**config.mk**
```make
export PLATFORM = sky130hd
export DESIGN_NAME = phase_calibrated_fine_timestamp
export DESIGN_NICKNAME = d
export VERILOG_FILES = /design/src/pcft_pkg.sv /design/src/phase_calibrated_fine_timestamp.sv /design/src/pcft_front.sv /design/src/pcft_mul.sv /design/src/pcft_div.sv /design/src/pcft_back.sv
export SDC_FILE = /design/constraint.sdc
export NUM_CORES = 2
export LEC_CHECK = 0
export ABC_AREA = 1
export BUFFER_PORTS_ARGS = -buffer_cell sky130_fd_sc_hd__buf_2
export CAP_MARGIN = 10
export CELL_PAD_IN_SITES_DETAIL_PLACEMENT = 0
export CELL_PAD_IN_SITES_GLOBAL_PLACEMENT = 1
export CORE_MARGIN = 2
export CORE_UTILIZATION = 31
export CTS_BUF_LIST = sky130_fd_sc_hd__clkbuf_4
export DETAILED_ROUTE_END_ITERATION = 6
export PLACE_DENSITY_LB_ADDON = 0.1
export SETUP_SLACK_MARGIN = 0.5
export SLEW_MARGIN = 0
export SYNTH_ARGS = -nofsm -noshare
export SYNTH_HDL_FRONTEND = slang
export SYNTH_SLANG_ARGS = --single-unit
```
**constraint.sdc**
```tcl
create_clock -name clk -period 20.9 [get_ports clk]
set_input_delay 1.045 -clock clk [delete_from_list [all_inputs] [get_ports clk]]
set_output_delay 1.045 -clock clk [all_outputs]
set_load 0.01 [all_outputs]
```
**src/pcft_pkg.sv**
```systemverilog
// ----------------------------------------------------------------------------
// pcft_pkg
// Shared types and constants of the phase calibrated fine timestamp block.
// ----------------------------------------------------------------------------
package pcft_pkg;

	localparam int unsigned PCFT_SAMPLES = 16;

	localparam int CPU_W   = 10;
	localparam int CYC_W   = 32;
	localparam int US_W    = 64;
	localparam int NS_W    = 64;
	localparam int DRIFT_W = 18;
	localparam int PSUM_W  = 16;
	localparam int SSUM_W  = 17;
	localparam int MUL_B_W = 20;
	localparam int DIV_W   = 64;

	localparam logic [CPU_W-1:0]   CPU_RESET    = 10'd200;
	localparam logic [MUL_B_W-1:0] NS_PER_US    = 20'd1000;
	localparam logic [MUL_B_W-1:0] PPM_SCALE    = 20'd1000000;

	localparam logic OP_SAMPLE  = 1'b0;
	localparam logic OP_REQUEST = 1'b1;

	typedef struct packed {
		logic             is_req;
		logic [US_W-1:0]  us;
		logic [CYC_W-1:0] c0;
		logic [CYC_W-1:0] c1;
	} pcft_item_t;

	typedef struct packed {
		logic               start;
		logic [DIV_W-1:0]   a;
		logic [MUL_B_W-1:0] b;
	} pcft_mul_req_t;

	typedef struct packed {
		logic             done;
		logic [DIV_W-1:0] p;
	} pcft_mul_rsp_t;

	typedef struct packed {
		logic             start;
		logic [DIV_W-1:0] num;
		logic [DIV_W-1:0] den;
	} pcft_div_req_t;

	typedef struct packed {
		logic             done;
		logic [DIV_W-1:0] q;
		logic [DIV_W-1:0] r;
	} pcft_div_rsp_t;

	typedef enum logic [4:0] {
		ST_IDLE,
		ST_PHASE,
		ST_ACC,
		ST_MEAN,
		ST_SMOD,
		ST_SPAN,
		ST_IDEAL,
		ST_THRESH,
		ST_DMUL,
		ST_DDIV,
		ST_RMUL,
		ST_RMOD,
		ST_RSMUL,
		ST_RDIV,
		ST_OUT
	} pcft_state_t;

endpackage

```
**src/phase_calibrated_fine_timestamp.sv**
```systemverilog
// ----------------------------------------------------------------------------
// phase_calibrated_fine_timestamp
// Nanosecond timestamps from a coarse microsecond time and a cycle counter,
// with phase and drift calibration over a run of edge samples.
// ----------------------------------------------------------------------------
// Throughput: one item at a time; a two-entry input queue and a result
//   register let both sides stall on their own.
// Reset: clears calibration state and queues; cycles_per_us returns to 200.
module phase_calibrated_fine_timestamp #(
	parameter int unsigned SAMPLES = pcft_pkg::PCFT_SAMPLES
) (
	input  logic               clk,
	input  logic               arst_n,
	input  logic               cfg_we,
	input  logic [9:0]         cfg_data,
	input  logic               push,
	output logic               full,
	input  logic               op,
	input  logic [63:0]        us_time,
	input  logic [31:0]        cycle_before,
	input  logic [31:0]        cycle_after,
	output logic               empty,
	input  logic               pop,
	output logic [63:0]        time_ns,
	output logic               interpolated,
	output logic               cal_done,
	output logic               cal_ok,
	output logic [9:0]         edge_phase,
	output logic signed [17:0] drift,
	output logic               is_calibrated
);
	import pcft_pkg::*;

	logic [CPU_W-1:0] cpu_q;
	logic             item_valid;
	logic             item_take;
	pcft_item_t       item;

	always_ff @(posedge clk or negedge arst_n) begin
		if (!arst_n) begin
			cpu_q <= CPU_RESET;
		end else if (cfg_we) begin
			cpu_q <= cfg_data;
		end
	end

	pcft_front u_front (
		.clk          (clk),
		.arst_n       (arst_n),
		.push         (push),
		.full         (full),
		.op           (op),
		.us_time      (us_time),
		.cycle_before (cycle_before),
		.cycle_after  (cycle_after),
		.item_valid   (item_valid),
		.item         (item),
		.item_take    (item_take)
	);

	pcft_back #(.SAMPLES(SAMPLES)) u_back (
		.clk           (clk),
		.arst_n        (arst_n),
		.cpu           (cpu_q),
		.item_valid    (item_valid),
		.item          (item),
		.item_take     (item_take),
		.empty         (empty),
		.pop           (pop),
		.time_ns       (time_ns),
		.interpolated  (interpolated),
		.cal_done      (cal_done),
		.cal_ok        (cal_ok),
		.edge_phase    (edge_phase),
		.drift         (drift),
		.is_calibrated (is_calibrated)
	);

endmodule

```
**src/pcft_front.sv**
```systemverilog
// ----------------------------------------------------------------------------
// pcft_front
// Input side: accepts items, classifies them and queues them for the back end.
// ----------------------------------------------------------------------------
module pcft_front (
	input  logic                     clk,
	input  logic                     arst_n,
	input  logic                     push,
	output logic                     full,
	input  logic                     op,
	input  logic [63:0]              us_time,
	input  logic [31:0]              cycle_before,
	input  logic [31:0]              cycle_after,
	output logic                     item_valid,
	output pcft_pkg::pcft_item_t     item,
	input  logic                     item_take
);
	import pcft_pkg::*;

	pcft_item_t mem_q [2];
	pcft_item_t wr_item;
	logic       wp_q;
	logic       rp_q;
	logic [1:0] cnt_q;
	logic       wr_en;

	assign full       = (cnt_q == 2'd2);
	assign item_valid = (cnt_q != 2'd0);
	assign item       = mem_q[rp_q];
	assign wr_en      = push && !full;

	always_comb begin
		wr_item.is_req = (op == OP_REQUEST);
		wr_item.us     = us_time;
		wr_item.c0     = cycle_before;
		wr_item.c1     = cycle_after;
	end

	always_ff @(posedge clk) begin
		if (wr_en) begin
			mem_q[wp_q] <= wr_item;
		end
	end

	always_ff @(posedge clk or negedge arst_n) begin
		if (!arst_n) begin
			wp_q  <= 1'b0;
			rp_q  <= 1'b0;
			cnt_q <= 2'd0;
		end else begin
			if (wr_en) begin
				wp_q <= !wp_q;
			end
			if (item_take) begin
				rp_q <= !rp_q;
			end
			case ({wr_en, item_take})
				2'b10:   cnt_q <= cnt_q + 2'd1;
				2'b01:   cnt_q <= cnt_q - 2'd1;
				default: cnt_q <= cnt_q;
			endcase
		end
	end

endmodule

```
**src/pcft_mul.sv**
```systemverilog
// ----------------------------------------------------------------------------
// pcft_mul
// Shift-add multiplier, one multiplier bit per cycle, product modulo 2^64.
// ----------------------------------------------------------------------------
module pcft_mul (
	input  logic                    clk,
	input  logic                    arst_n,
	input  pcft_pkg::pcft_mul_req_t req,
	output pcft_pkg::pcft_mul_rsp_t rsp
);
	import pcft_pkg::*;

	logic [DIV_W-1:0]   a_q;
	logic [MUL_B_W-1:0] b_q;
	logic [DIV_W-1:0]   p_q;
	logic               busy_q;

	assign rsp.done = busy_q && (b_q == '0);
	assign rsp.p    = p_q;

	always_ff @(posedge clk) begin
		if (req.start) begin
			a_q <= req.a;
			b_q <= req.b;
			p_q <= '0;
		end else if (busy_q && (b_q != '0)) begin
			if (b_q[0]) begin
				p_q <= p_q + a_q;
			end
			a_q <= a_q << 1;
			b_q <= b_q >> 1;
		end
	end

	always_ff @(posedge clk or negedge arst_n) begin
		if (!arst_n) begin
			busy_q <= 1'b0;
		end else if (req.start) begin
			busy_q <= 1'b1;
		end else if (rsp.done) begin
			busy_q <= 1'b0;
		end
	end

endmodule

```
**src/pcft_div.sv**
```systemverilog
// ----------------------------------------------------------------------------
// pcft_div
// Restoring unsigned divider, one quotient bit per cycle.
// ----------------------------------------------------------------------------
module pcft_div (
	input  logic                    clk,
	input  logic                    arst_n,
	input  pcft_pkg::pcft_div_req_t req,
	output pcft_pkg::pcft_div_rsp_t rsp
);
	import pcft_pkg::*;

	localparam int CNT_W = $clog2(DIV_W + 1);

	logic [DIV_W-1:0] rem_q;
	logic [DIV_W-1:0] quo_q;
	logic [DIV_W-1:0] den_q;
	logic [CNT_W-1:0] cnt_q;
	logic             busy_q;
	logic [DIV_W:0]   trial;
	logic [DIV_W:0]   diff;
	logic             fit;

	assign trial = {rem_q, quo_q[DIV_W-1]};
	assign diff  = trial - {1'b0, den_q};
	assign fit   = (trial >= {1'b0, den_q});

	assign rsp.done = busy_q && (cnt_q == '0);
	assign rsp.q    = quo_q;
	assign rsp.r    = rem_q;

	always_ff @(posedge clk) begin
		if (req.start) begin
			rem_q <= '0;
			quo_q <= req.num;
			den_q <= req.den;
		end else if (busy_q && (cnt_q != '0)) begin
			rem_q <= fit ? diff[DIV_W-1:0] : trial[DIV_W-1:0];
			quo_q <= {quo_q[DIV_W-2:0], fit};
		end
	end

	always_ff @(posedge clk or negedge arst_n) begin
		if (!arst_n) begin
			busy_q <= 1'b0;
			cnt_q  <= '0;
		end else if (req.start) begin
			busy_q <= 1'b1;
			cnt_q  <= CNT_W'(DIV_W);
		end else if (rsp.done) begin
			busy_q <= 1'b0;
		end else if (busy_q) begin
			cnt_q <= cnt_q - 1'b1;
		end
	end

endmodule

```
**src/pcft_back.sv**
```systemverilog
// ----------------------------------------------------------------------------
// pcft_back
// Execution side: calibration accumulation, run finish and interpolation,
// sequenced over a shared multiplier and divider, with a result register.
// ----------------------------------------------------------------------------
module pcft_back #(
	parameter int unsigned SAMPLES = pcft_pkg::PCFT_SAMPLES
) (
	input  logic                 clk,
	input  logic                 arst_n,
	input  logic [9:0]           cpu,
	input  logic                 item_valid,
	input  pcft_pkg::pcft_item_t item,
	output logic                 item_take,
	output logic                 empty,
	input  logic                 pop,
	output logic [63:0]          time_ns,
	output logic                 interpolated,
	output logic                 cal_done,
	output logic                 cal_ok,
	output logic [9:0]           edge_phase,
	output logic signed [17:0]   drift,
	output logic                 is_calibrated
);
	import pcft_pkg::*;

	localparam int CNT_W   = $clog2(SAMPLES + 1);
	localparam int MEAN_SH = SSUM_W + $clog2(SAMPLES);
	localparam int PROD_W  = MEAN_SH + SSUM_W;
	localparam longint unsigned MEAN_RCP =
		((64'd1 << MEAN_SH) + 64'(SAMPLES) - 64'd1) / 64'(SAMPLES);

	pcft_state_t   state_q, state_d;
	pcft_mul_req_t mreq;
	pcft_mul_rsp_t mrsp;
	pcft_div_req_t dreq;
	pcft_div_rsp_t drsp;

	pcft_item_t               it_q;
	logic [CNT_W-1:0]         cnt_q;
	logic [CPU_W-1:0]         pmin_q, pmax_q, ph_q, mean_q, phase_q;
	logic [PSUM_W-1:0]        psum_q;
	logic signed [SSUM_W-1:0] ssum_q;
	logic [31:0]              fus_q, fcyc_q;
	logic [DRIFT_W-1:0]       drift_q;
	logic                     cal_q;
	logic [DIV_W-1:0]         ideal_q, tns_q;
	logic                     dneg_q, vneg_q, interp_q, done_q, ok_q;
	logic                     ov_q;

	logic                     last;
	logic                     wide;
	logic                     span_fwd;
	logic [DIV_W-1:0]         actual, diff64, dmag, dmag10;
	logic                     ok_c;
	logic [SSUM_W-1:0]        ssum_mag;
	logic [SSUM_W-1:0]        mean_src;
	logic [PROD_W-1:0]        mean_prod;
	logic [SSUM_W-1:0]        mean_quo;
	logic signed [SSUM_W-1:0] sm;
	logic signed [SSUM_W:0]   v;
	logic [SSUM_W:0]          v_mag;
	logic signed [SSUM_W-1:0] sh;
	logic [31:0]              dcyc, mid, rval;
	logic                     use_interp;
	logic [CPU_W-1:0]         mod_r;
	logic [DRIFT_W-1:0]       dq;

	pcft_mul u_mul (.clk(clk), .arst_n(arst_n), .req(mreq), .rsp(mrsp));
	pcft_div u_div (.clk(clk), .arst_n(arst_n), .req(dreq), .rsp(drsp));

	assign last     = ({1'b0, cnt_q} + 1'b1) >= (CNT_W + 1)'(SAMPLES);
	assign wide     = ((pmax_q - pmin_q) > (cpu >> 1)) && (cpu != '0);
	assign span_fwd = it_q.us[31:0] > fus_q;
	assign actual   = {32'b0, it_q.c0 - fcyc_q};
	assign diff64   = actual - ideal_q;
	assign dmag     = diff64[DIV_W-1] ? (~diff64 + 1'b1) : diff64;
	// pass when the span error is within a tenth of the ideal span
	assign dmag10   = (dmag << 3) + (dmag << 1);
	assign ok_c     = (dmag10 <= ideal_q) && (ideal_q != '0);
	assign ssum_mag = ssum_q[SSUM_W-1] ? SSUM_W'(-ssum_q) : SSUM_W'(ssum_q);
	// divide by the run length through a reciprocal multiplication
	assign mean_src  = wide ? ssum_mag : {1'b0, psum_q};
	assign mean_prod = PROD_W'(mean_src) * PROD_W'(MEAN_RCP);
	assign mean_quo  = mean_prod[MEAN_SH +: SSUM_W];
	assign sm       = ssum_q[SSUM_W-1] ? -$signed(mean_quo) : $signed(mean_quo);
	assign v        = {sm[SSUM_W-1], sm} + $signed({8'b0, cpu});
	assign v_mag    = v[SSUM_W] ? (SSUM_W + 1)'(-v) : (SSUM_W + 1)'(v);
	assign sh       = (ph_q > (cpu >> 1)) ? $signed({7'b0, ph_q} - {7'b0, cpu})
	                                      : $signed({7'b0, ph_q});
	assign dcyc       = it_q.c1 - it_q.c0;
	assign mid        = it_q.c0 + (dcyc >> 1);
	assign rval       = mid - {22'b0, phase_q} + {22'b0, cpu};
	assign use_interp = cal_q && (cpu != '0) && (dcyc < {22'b0, cpu});
	assign mod_r      = vneg_q ? CPU_W'(~drsp.r + 1'b1) : drsp.r[CPU_W-1:0];
	assign dq         = dneg_q ? DRIFT_W'(~drsp.q + 1'b1) : drsp.q[DRIFT_W-1:0];

	always_ff @(posedge clk or negedge arst_n) begin
		if (!arst_n) begin
			state_q <= ST_IDLE;
		end else begin
			state_q <= state_d;
		end
	end

	always_comb begin
		state_d   = state_q;
		item_take = 1'b0;
		mreq      = '0;
		dreq      = '0;
		unique case (state_q)
			ST_IDLE: begin
				if (item_valid) begin
					item_take = 1'b1;
					if (item.is_req) begin
						mreq.start = 1'b1;
						mreq.a     = item.us;
						mreq.b     = NS_PER_US;
						state_d    = ST_RMUL;
					end else if (cpu != '0) begin
						dreq.start = 1'b1;
						dreq.num   = {32'b0, item.c0};
						dreq.den   = {54'b0, cpu};
						state_d    = ST_PHASE;
					end else begin
						state_d = ST_ACC;
					end
				end
			end
			ST_PHASE: begin
				if (drsp.done) begin
					state_d = ST_ACC;
				end
			end
			ST_ACC: begin
				state_d = last ? ST_MEAN : ST_OUT;
			end
			ST_MEAN: begin
				if (wide) begin
					dreq.start = 1'b1;
					dreq.num   = {46'b0, v_mag};
					dreq.den   = {54'b0, cpu};
					state_d    = ST_SMOD;
				end else begin
					state_d = ST_SPAN;
				end
			end
			ST_SMOD: begin
				if (drsp.done) begin
					state_d = ST_SPAN;
				end
			end
			ST_SPAN: begin
				if (span_fwd) begin
					mreq.start = 1'b1;
					mreq.a     = {32'b0, it_q.us[31:0] - fus_q};
					mreq.b     = {10'b0, cpu};
					state_d    = ST_IDEAL;
				end else begin
					state_d = ST_OUT;
				end
			end
			ST_IDEAL: begin
				if (mrsp.done) begin
					state_d = ST_THRESH;
				end
			end
			ST_THRESH: begin
				if (ok_c) begin
					mreq.start = 1'b1;
					mreq.a     = dmag;
					mreq.b     = PPM_SCALE;
					state_d    = ST_DMUL;
				end else begin
					state_d = ST_OUT;
				end
			end
			ST_DMUL: begin
				if (mrsp.done) begin
					dreq.start = 1'b1;
					dreq.num   = mrsp.p;
					dreq.den   = ideal_q;
					state_d    = ST_DDIV;
				end
			end
			ST_DDIV: begin
				if (drsp.done) begin
					state_d = ST_OUT;
				end
			end
			ST_RMUL: begin
				if (mrsp.done) begin
					if (use_interp) begin
						dreq.start = 1'b1;
						dreq.num   = {32'b0, rval};
						dreq.den   = {54'b0, cpu};
						state_d    = ST_RMOD;
					end else begin
						state_d = ST_OUT;
					end
				end
			end
			ST_RMOD: begin
				if (drsp.done) begin
					mreq.start = 1'b1;
					mreq.a     = {54'b0, drsp.r[CPU_W-1:0]};
					mreq.b     = NS_PER_US;
					state_d    = ST_RSMUL;
				end
			end
			ST_RSMUL: begin
				if (mrsp.done) begin
					dreq.start = 1'b1;
					dreq.num   = mrsp.p;
					dreq.den   = {54'b0, cpu};
					state_d    = ST_RDIV;
				end
			end
			ST_RDIV: begin
				if (drsp.done) begin
					state_d = ST_OUT;
				end
			end
			ST_OUT: begin
				if (!ov_q || pop) begin
					state_d = ST_IDLE;
				end
			end
			default: state_d = ST_IDLE;
		endcase
	end

	always_ff @(posedge clk or negedge arst_n) begin
		if (!arst_n) begin
			it_q     <= '0;
			cnt_q    <= '0;
			pmin_q   <= '0;
			pmax_q   <= '0;
			ph_q     <= '0;
			mean_q   <= '0;
			phase_q  <= '0;
			psum_q   <= '0;
			ssum_q   <= '0;
			fus_q    <= '0;
			fcyc_q   <= '0;
			drift_q  <= '0;
			cal_q    <= 1'b0;
			ideal_q  <= '0;
			tns_q    <= '0;
			dneg_q   <= 1'b0;
			vneg_q   <= 1'b0;
			interp_q <= 1'b0;
			done_q   <= 1'b0;
			ok_q     <= 1'b0;
			ov_q     <= 1'b0;
			time_ns       <= '0;
			interpolated  <= 1'b0;
			cal_done      <= 1'b0;
			cal_ok        <= 1'b0;
			edge_phase    <= '0;
			drift         <= '0;
			is_calibrated <= 1'b0;
		end else begin
			if (state_q == ST_OUT && (!ov_q || pop)) begin
				ov_q <= 1'b1;
			end else if (pop) begin
				ov_q <= 1'b0;
			end
			case (state_q)
				ST_IDLE: begin
					if (item_valid) begin
						it_q     <= item;
						ph_q     <= '0;
						tns_q    <= '0;
						interp_q <= 1'b0;
						done_q   <= 1'b0;
						ok_q     <= 1'b0;
					end
				end
				ST_PHASE: begin
					if (drsp.done) begin
						ph_q <= drsp.r[CPU_W-1:0];
					end
				end
				ST_ACC: begin
					if (cnt_q == '0) begin
						fus_q  <= it_q.us[31:0];
						fcyc_q <= it_q.c0;
						pmin_q <= ph_q;
						pmax_q <= ph_q;
						psum_q <= {6'b0, ph_q};
						ssum_q <= sh;
					end else begin
						if (ph_q < pmin_q) begin
							pmin_q <= ph_q;
						end
						if (ph_q > pmax_q) begin
							pmax_q <= ph_q;
						end
						psum_q <= psum_q + {6'b0, ph_q};
						ssum_q <= ssum_q + sh;
					end
					if (last) begin
						cnt_q  <= '0;
						done_q <= 1'b1;
					end else begin
						cnt_q <= cnt_q + 1'b1;
					end
				end
				ST_MEAN: begin
					if (wide) begin
						vneg_q <= v[SSUM_W];
					end else begin
						mean_q <= mean_quo[CPU_W-1:0];
					end
				end
				ST_SMOD: begin
					if (drsp.done) begin
						mean_q <= mod_r;
					end
				end
				ST_SPAN: begin
					if (!span_fwd) begin
						phase_q <= mean_q;
						cal_q   <= 1'b1;
						ok_q    <= 1'b1;
					end
				end
				ST_IDEAL: begin
					if (mrsp.done) begin
						ideal_q <= mrsp.p;
					end
				end
				ST_THRESH: begin
					dneg_q <= diff64[DIV_W-1];
					if (!ok_c) begin
						phase_q <= '0;
						drift_q <= '0;
					end
				end
				ST_DDIV: begin
					if (drsp.done) begin
						drift_q <= dq;
						phase_q <= mean_q;
						cal_q   <= 1'b1;
						ok_q    <= 1'b1;
					end
				end
				ST_RMUL: begin
					if (mrsp.done) begin
						tns_q <= mrsp.p;
					end
				end
				ST_RDIV: begin
					if (drsp.done) begin
						tns_q    <= tns_q + drsp.q;
						interp_q <= 1'b1;
					end
				end
				ST_OUT: begin
					if (!ov_q || pop) begin
						time_ns       <= tns_q;
						interpolated  <= interp_q;
						cal_done      <= done_q;
						cal_ok        <= ok_q;
						edge_phase    <= phase_q;
						drift         <= $signed(drift_q);
						is_calibrated <= cal_q;
					end
				end
				default: begin
				end
			endcase
		end
	end

	assign empty = !ov_q;

	a_one_unit: assert property (@(posedge clk) disable iff (!arst_n)
		!(mreq.start && dreq.start))
		else $error("multiplier and divider started together");

	a_cnt_range: assert property (@(posedge clk) disable iff (!arst_n)
		cnt_q < CNT_W'(SAMPLES))
		else $error("sample count out of range");

	a_hold_result: assert property (@(posedge clk) disable iff (!arst_n)
		(ov_q && !pop) |=> ov_q)
		else $error("result dropped without transfer");

	a_load_result: assert property (@(posedge clk) disable iff (!arst_n)
		(state_q == ST_OUT && (!ov_q || pop)) |=> (ov_q && state_q == ST_IDLE))
		else $error("result not loaded");

endmodule

```
* Word level (Yosys, flattened, before mapping)
Memory sizes are Yosys's and may differ from the RTL's. Cells that the tools add are included.
Storage, ports and cells: memories kept 1, output and inout bits 98, input bits 144, flip-flop bits (word level) 865, memory bits (writable) 258
Memories:
- u_front.mem_q | depth 2, width 129, rd ports 1, clocked after Yosys merged registers in 0, wr ports 1, RTL line pcft_front.sv:20 | pcft_item_t mem_q [2];
Operators by class: eq/ne operators 34, magnitude comparators 9, reduce and logical (&&, ||, !) cells 62, multiplexer cells 94, add/subtract/negate cells 27, bitwise logic cells 3
Operator list (count):
- two-way mux 129 bit | 8
- one-hot mux 129 bit (5 select lines) | 1
- two-way mux 64 bit | 9
- two-way mux 85 bit | 5
- one-hot mux 85 bit (4 select lines) | 1
- adder 64 bit | 3
- one-hot mux 64 bit (3 select lines) | 1
- two-way mux 10 bit | 12
- subtractor 32 bit | 3
- two-way mux 17 bit | 5
- two-way mux 18 bit | 4
- one-hot mux 5 bit (14 select lines) | 1
- greater-or-equal comparator 65 x 64 -> 1 bit | 1
- adder 64 x 1 -> 64 bit (second input constant) | 1
- less-or-equal comparator 64 bit | 1
- NOT 64 bit | 1
- nonzero test 64 bit | 1
- subtractor 32 x 64 -> 64 bit | 1
- subtractor 64 bit | 1
- two-way mux 5 bit | 12
- two-way mux 20 bit | 2
- one-hot mux 10 bit (2 select lines) | 2
- one-hot mux 18 bit (2 select lines) | 1
- equality test 5 x 4 -> 1 bit (second input constant) | 7
- 59 further kinds | 145

* Depth between registers and ports, before layout
depth in word-level cells 13, gate-level depth with buffers 81

* Modules after synthesis
Synthesis repeated with hierarchy kept, for this count alone.
Second synthesis, totals: cells, all modules 12245, area total of the unflattened synthesis 86203.9 um^2
Modules (own cells, without submodules):
- pcft_back | times used 1, area each 49531.3 um^2, cells each 7389
- pcft_div | times used 1, area each 14234.9 um^2, cells each 2180
- pcft_mul | times used 1, area each 11836.4 um^2, cells each 1933
- pcft_front | times used 1, area each 10219.8 um^2, cells each 701
- phase_calibrated_fine_timestamp | times used 1, area each 381.6 um^2, cells each 42

* Worst setup path before layout
No wires, ideal clock.
path type flip-flop to flip-flop, from register u_back.it_q[32] (netlist name), to register u_back.u_mul.a_q[0], enable pin, stages on the path, launching flop included 80, slack 7.381 ns, data required time 20.257 ns, path buffers 4, setup time 0.643 ns, clock period less this slack 13.519 ns, arrival time 12.876 ns, cells stage by stage dfrtp_1 > inv_1 > ha_1 > fa_1 > o21ai_0 > a41oi_1 > o21ai_0 > nand3_1 > nand2_1 > nand2_1 > nand2_1 > nand2_1 > nand2_1 > nand3_1 > nand2_1 > a21oi_1 > o21bai_1 > nand2_1 > (+44 left out) > inv_1 > ha_1 > a21oi_1 > nor2_1 > a211oi_1 > nor2_1 > a2111o_1 > a211oi_1 > nand2_1 > nand2_1 > nand2_1 > nor2_1 > inv_2 > nand2_1 > inv_2 > buf_2 > buf_2 > o21ai_0
On the way: longest elaborated chain between the ends 11
RTL lines:
- start, declared | RTL line pcft_back.sv:39 | pcft_item_t it_q;
- start signal, assigned | RTL line pcft_back.sv:272 | it_q <= item;
- subtractor 32 bit (*) | RTL line pcft_back.sv:75 | assign actual = {32'b0, it_q.c0 - fcyc_q};
- subtractor 32 x 64 -> 64 bit (*) | RTL line pcft_back.sv:76 | assign diff64 = actual - ideal_q;
- NOT 64 bit | RTL line pcft_back.sv:77 | assign dmag = diff64[DIV_W-1] ? (~diff64 + 1'b1) : diff64;
- adder 64 x 1 -> 64 bit | RTL line pcft_back.sv:77
- two-way mux 64 bit (*) | RTL line pcft_back.sv:77
- adder 64 bit (*) | RTL line pcft_back.sv:79 | assign dmag10 = (dmag << 3) + (dmag << 1);
- less-or-equal comparator 64 bit (*) | RTL line pcft_back.sv:80 | assign ok_c = (dmag10 <= ideal_q) && (ideal_q != '0);
- logical AND 1 bit (*) | RTL line pcft_back.sv:80
- two-way mux 85 bit (*) | RTL line pcft_back.sv:169 | if (ok_c) begin
- one-hot mux 85 bit (4 select lines) (*) | RTL line pcft_back.sv:111 | unique case (state_q)
- nonzero test 2 bit (no line) (*)
- end signal, assigned | RTL line pcft_mul.sv:23 | a_q <= req.a;
- end signal, assigned | RTL line pcft_mul.sv:30 | a_q <= a_q << 1;
- end, declared | RTL line pcft_mul.sv:13 | logic [DIV_W-1:0] a_q;
Every way passes the cells marked *; elsewhere a longest branch is shown, timed or not. A chain may end at the register's enable or synchronous reset.

* Worst setup path after layout
from register u_back.it_q[34] (netlist name), to register u_back.u_mul.a_q[54], enable pin
Same word-level chain as after synthesis.

==> summary.md <==
| Metric | Value |
|---|---|
| Status | finished, final reports clean |
| Root Driver | clkbuf_4 |
| Clk slew on worst S/H paths | 0.07 ns |
| IO Pins | 242 |
| Share of the synthesized area in the top cell type | 17.8% |
| Postcts setup bufs | 0 |
| Pleak | 45.5 nW |
| Count of final max-slew check failures | 0 |
| Syn_nets | 11300 |
| FFs w/ async S/R, synth | 46.7% |
| # fillers | 27400 |
| Buffers on Ports | 241 |
| Sequential Area | 29800 sq um |
| Post-synth top flop | dfrtp_1 |
| Core footprint | 254000 sq um |
| Largest net degree at the start of global routing | 130 |
| Die Ht | 510 um |
| Total GRT Usage | 26.3% |
| Worst Path Required | 21.73 ns |
| Post-Syn Instances | 10500 |
| Synth area leader | edfxtp_1 |
| Starting Density | 31.2% |
| Peak VDD IR | 0.0517 mV |
| Register area share after synthesis | 37.6% |
| Worst hold-check path type | primary input to register |
| Fmax achieved | 61.8 MHz |
| Arrival time of the worst setup path | 17.02 ns |
| Post-cts sizing count | 0 |
| Final Hold Fails | 0 |
| Final Routed Wirelength | 350000 um |
| Share of cells above drive strength 1 | 9.83% |
| Clock Latency Late Sink | 1.42 ns |
| Drc violations | 0 |
| Total grt overflow | 0 |
| Min cycle time layout | 16.19 ns |
| Clock Sinks | 1122 |
| Post-DR wirelength/cell | 23.7 um |
| Die area | 260000 sq um |
| Critical path class | register to register |
| H-tree Lvls | 5 |
| CTS tree | built |
| CTS max path bufs | 4 |
| Routability congestion estimate | 0.931 |
| Setup TNS | 0 ns |
| PwrDens | 52.6 nW/um^2 |
| Post-place instance area | 84400 sq um |
| Antenna viol nets, final | 0 |
| DP Wirelength | 280000 um |
| CP endpoint kind | register |
| Critical path fanouts, max | 64 |
| Setup Viol. Count Final | 0 |
| Vias per cell | 5.10 |
| Synthesis-stage register bit count | 1122 |
| Fraction of the cycle the final worst path needs | 77.4% |
| Multi-input logic area | 43200 sq um |
| Vias in the first global route | 73200 |
| Max Cap Viol | 0 |
| Vias | 75200 |
| Rows | 185 |
| First-pass GRT wire length | 505000 um |
| Worst setup SP type | register |
| Synth area leaders | edfxtp_1, dfrtp_1, nand2_1 |
| Yosys synthesis warning count | 0 |
| Finished Cell Area | 90600 sq um |
| Die W | 510 um |
| Area grow syn2layout | 14.3% |
| Initial antenna violation count | 20 |
| Least-Margin Pin Slew | 1.15 ns |
| Largest stage delay on the critical path | 0.80 ns |
| Nets | 11900 |
| EDFF count, synth | 470 |
| DR iter-0 viols | 5909 |
| Mapped Avg Cell Area | 7.54 sq um |
| Slew margin rel. | 22.8% |
| Unrepaired setup endpoints after global routing | no |
| CP most frequent cell | nand2_1 |
| Library cells used by synthesis | 76 |
| DRT Pass-1 Iters | 7 |
| Num CTS Buffers | 345 |
| Cell Area, Synth | 79300 sq um |
| Clk_skew | 0.218 ns |
| Slowest CP cell | buf_4 |
==> worst max-delay path: cells and delay by family, from the launching register on <==
kind	cells	cell delay (ns)
compound gates	24	7.02
simple gates	34	3.61
buf+inv	10	2.88
fa+ha+maj	4	1.37
flops	1	0.43
xor+xnor	1	0.16
==> cell usage after synthesis (all sizes together) (3+ instances only) <==
cell type and instances:
a211oi 39, a21oi 862, a221oi 15, and2 10, a31oi 96, fa 33, clkbuf 224, nor4 42
edfxtp 470, a21boi 39, inv 1400, a32oi 3, and3 14, ha 621, nand2 2663, a22oi 60
o21ai 868, or2 54, nand4 144, o21a 43, a31o 4, dfrtp 521, xnor2 114, mux2 7
nor2 845, dfxtp 128, o31ai 44, o221ai 32, o2111ai 18, or4 3, nand3b 19, a21o 27
nand3 432, buf 52, clkinv 10, a2111oi 3, o22ai 26, o21bai 29, nor3 148, dfstp 3
xor2 279, o211ai 62
==> metal layers <==
| metal | vias up | track usage [%] | share of wire, % |
|---|---|---|---|
| met5 | - | 0 | 0.0077 |
| met4 | 4 | 7.20 | 2.8 |
| met3 | 416 | 2.78 | 4.8 |
| met2 | 1941 | 41.3 | 44 |
| met1 | 36200 | 38.2 | 48 |
| li1 | 36600 | - | - |
==> cell families after synthesis <==
| group | share of synthesized area, % |
|---|---|
| XOR/XNOR | 4.36 |
| flip-flops | 37.6 |
| AO/OA/AOI/OAI | 16.1 |
| AND/OR/NAND/NOR | 23.0 |
| adder cells (fa/ha/maj) | 10.6 |
| multiplexers | 0.125 |
| buffers and inverters | 8.12 |
==> final cells by class <==
type	count	area share, %
antenna	12	0.0331
clock buffer	525	4.35
clock inverter	100	0.637
inverter	1410	5.85
multi-input combinational	7711	47.7
sequential	1122	32.9
tap	3366	4.65
timing repair buffer	493	3.92
==> timing repair <==
action / 4_1_cts / 5_1_grt
hold buffers: 161 / 0
setup endpoints to repair: 0 / 0
endpoints found under the hold margin: 360 / 0
==> path summary, 6_finish.rpt <==
path	start	endpoint	slack [ns]	depth (start not counted)
worst max-delay path	u_back.it_q[34]$_DFFE_PN0P_	u_back.u_mul.a_q[54]$_DFFE_PP_	4.71	73
worst min-delay path	us_time[32]	u_front.mem_q[0][96]$_DFFE_PP_	0.35	2
worst max register to register	u_back.it_q[34]$_DFFE_PN0P_	u_back.u_mul.a_q[54]$_DFFE_PP_	4.71	73
worst min register to register	u_back.it_q[71]$_DFFE_PN0P_	u_back.fus_q[7]$_DFFE_PN0P_	0.47	2
max in group asynchronous	arst_n	u_back.time_ns[22]$_DFFE_PN0P_	17.89	5
min in group asynchronous	arst_n	u_back.is_calibrated$_DFFE_PN0P_	0.40	2
==> placed cells by master, fill, tap and decap left out, types with 60 or more instances in the layout <==
| cell | instances |
|---|---|
| nand2_1 | 2611 |
| inv_1 | 1378 |
| a21oi_1 | 860 |
| o21ai_0 | 803 |
| nor2_1 | 801 |
| ha_1 | 621 |
| clkbuf_4 | 525 |
| dfrtp_1 | 520 |
| edfxtp_1 | 470 |
| nand3_1 | 415 |
| xor2_1 | 277 |
| buf_2 | 240 |
| dlygate4sd3_1 | 161 |
| nor3_1 | 147 |
| nand4_1 | 143 |
| dfxtp_1 | 128 |
| xnor2_1 | 114 |
| a31oi_1 | 95 |
| buf_4 | 88 |
| clkinv_1 | 74 |
| o211ai_1 | 62 |
| a22oi_1 | 60 |
==> stage by stage <==
step                      setup WS, ns  util, %  power [mW]  instances  hold slack [ns]
final                             4.71     35.7        4.76      14700            0.349
after global routing              3.41     35.6        4.98      14700            0.271
after CTS                         4.74     35.6        4.86      14700            0.160
after detailed placement          4.95     33.2        2.48      13900            0.468
after global placement            4.94     33.2        2.48      13900            0.466
after floorplan                   7.38        -        2.40      10500            0.446
==> state kept, by name, indices dropped and copies added, names as in the netlist, 16 cells and up <==
signal / flops
u_back.u_mul.a_q: 64
u_front.mem_q: 258
u_back.u_div.rem_q: 64
u_back.u_mul.b_q: 20
u_back.ssum_q: 17
u_back.drift_q: 18
u_back.drift: 18
u_back.psum_q: 16
u_back.tns_q: 64
u_back.it_q: 96
u_back.u_div.quo_q: 64
u_back.fcyc_q: 32
u_back.u_mul.p_q: 64
u_back.ideal_q: 64
u_back.time_ns: 64
u_back.fus_q: 32
u_back.u_div.den_q: 64
==> power breakdown <==
part / switching [mW] / total [mW] / internal (mW)
clock: 1.11 / 2.30 / 1.19
combinational: 0.101 / 0.165 / 0.0637
sequential: 0.00640 / 2.30 / 2.29
No activity file was read; power rests on OpenSTA's default activity.
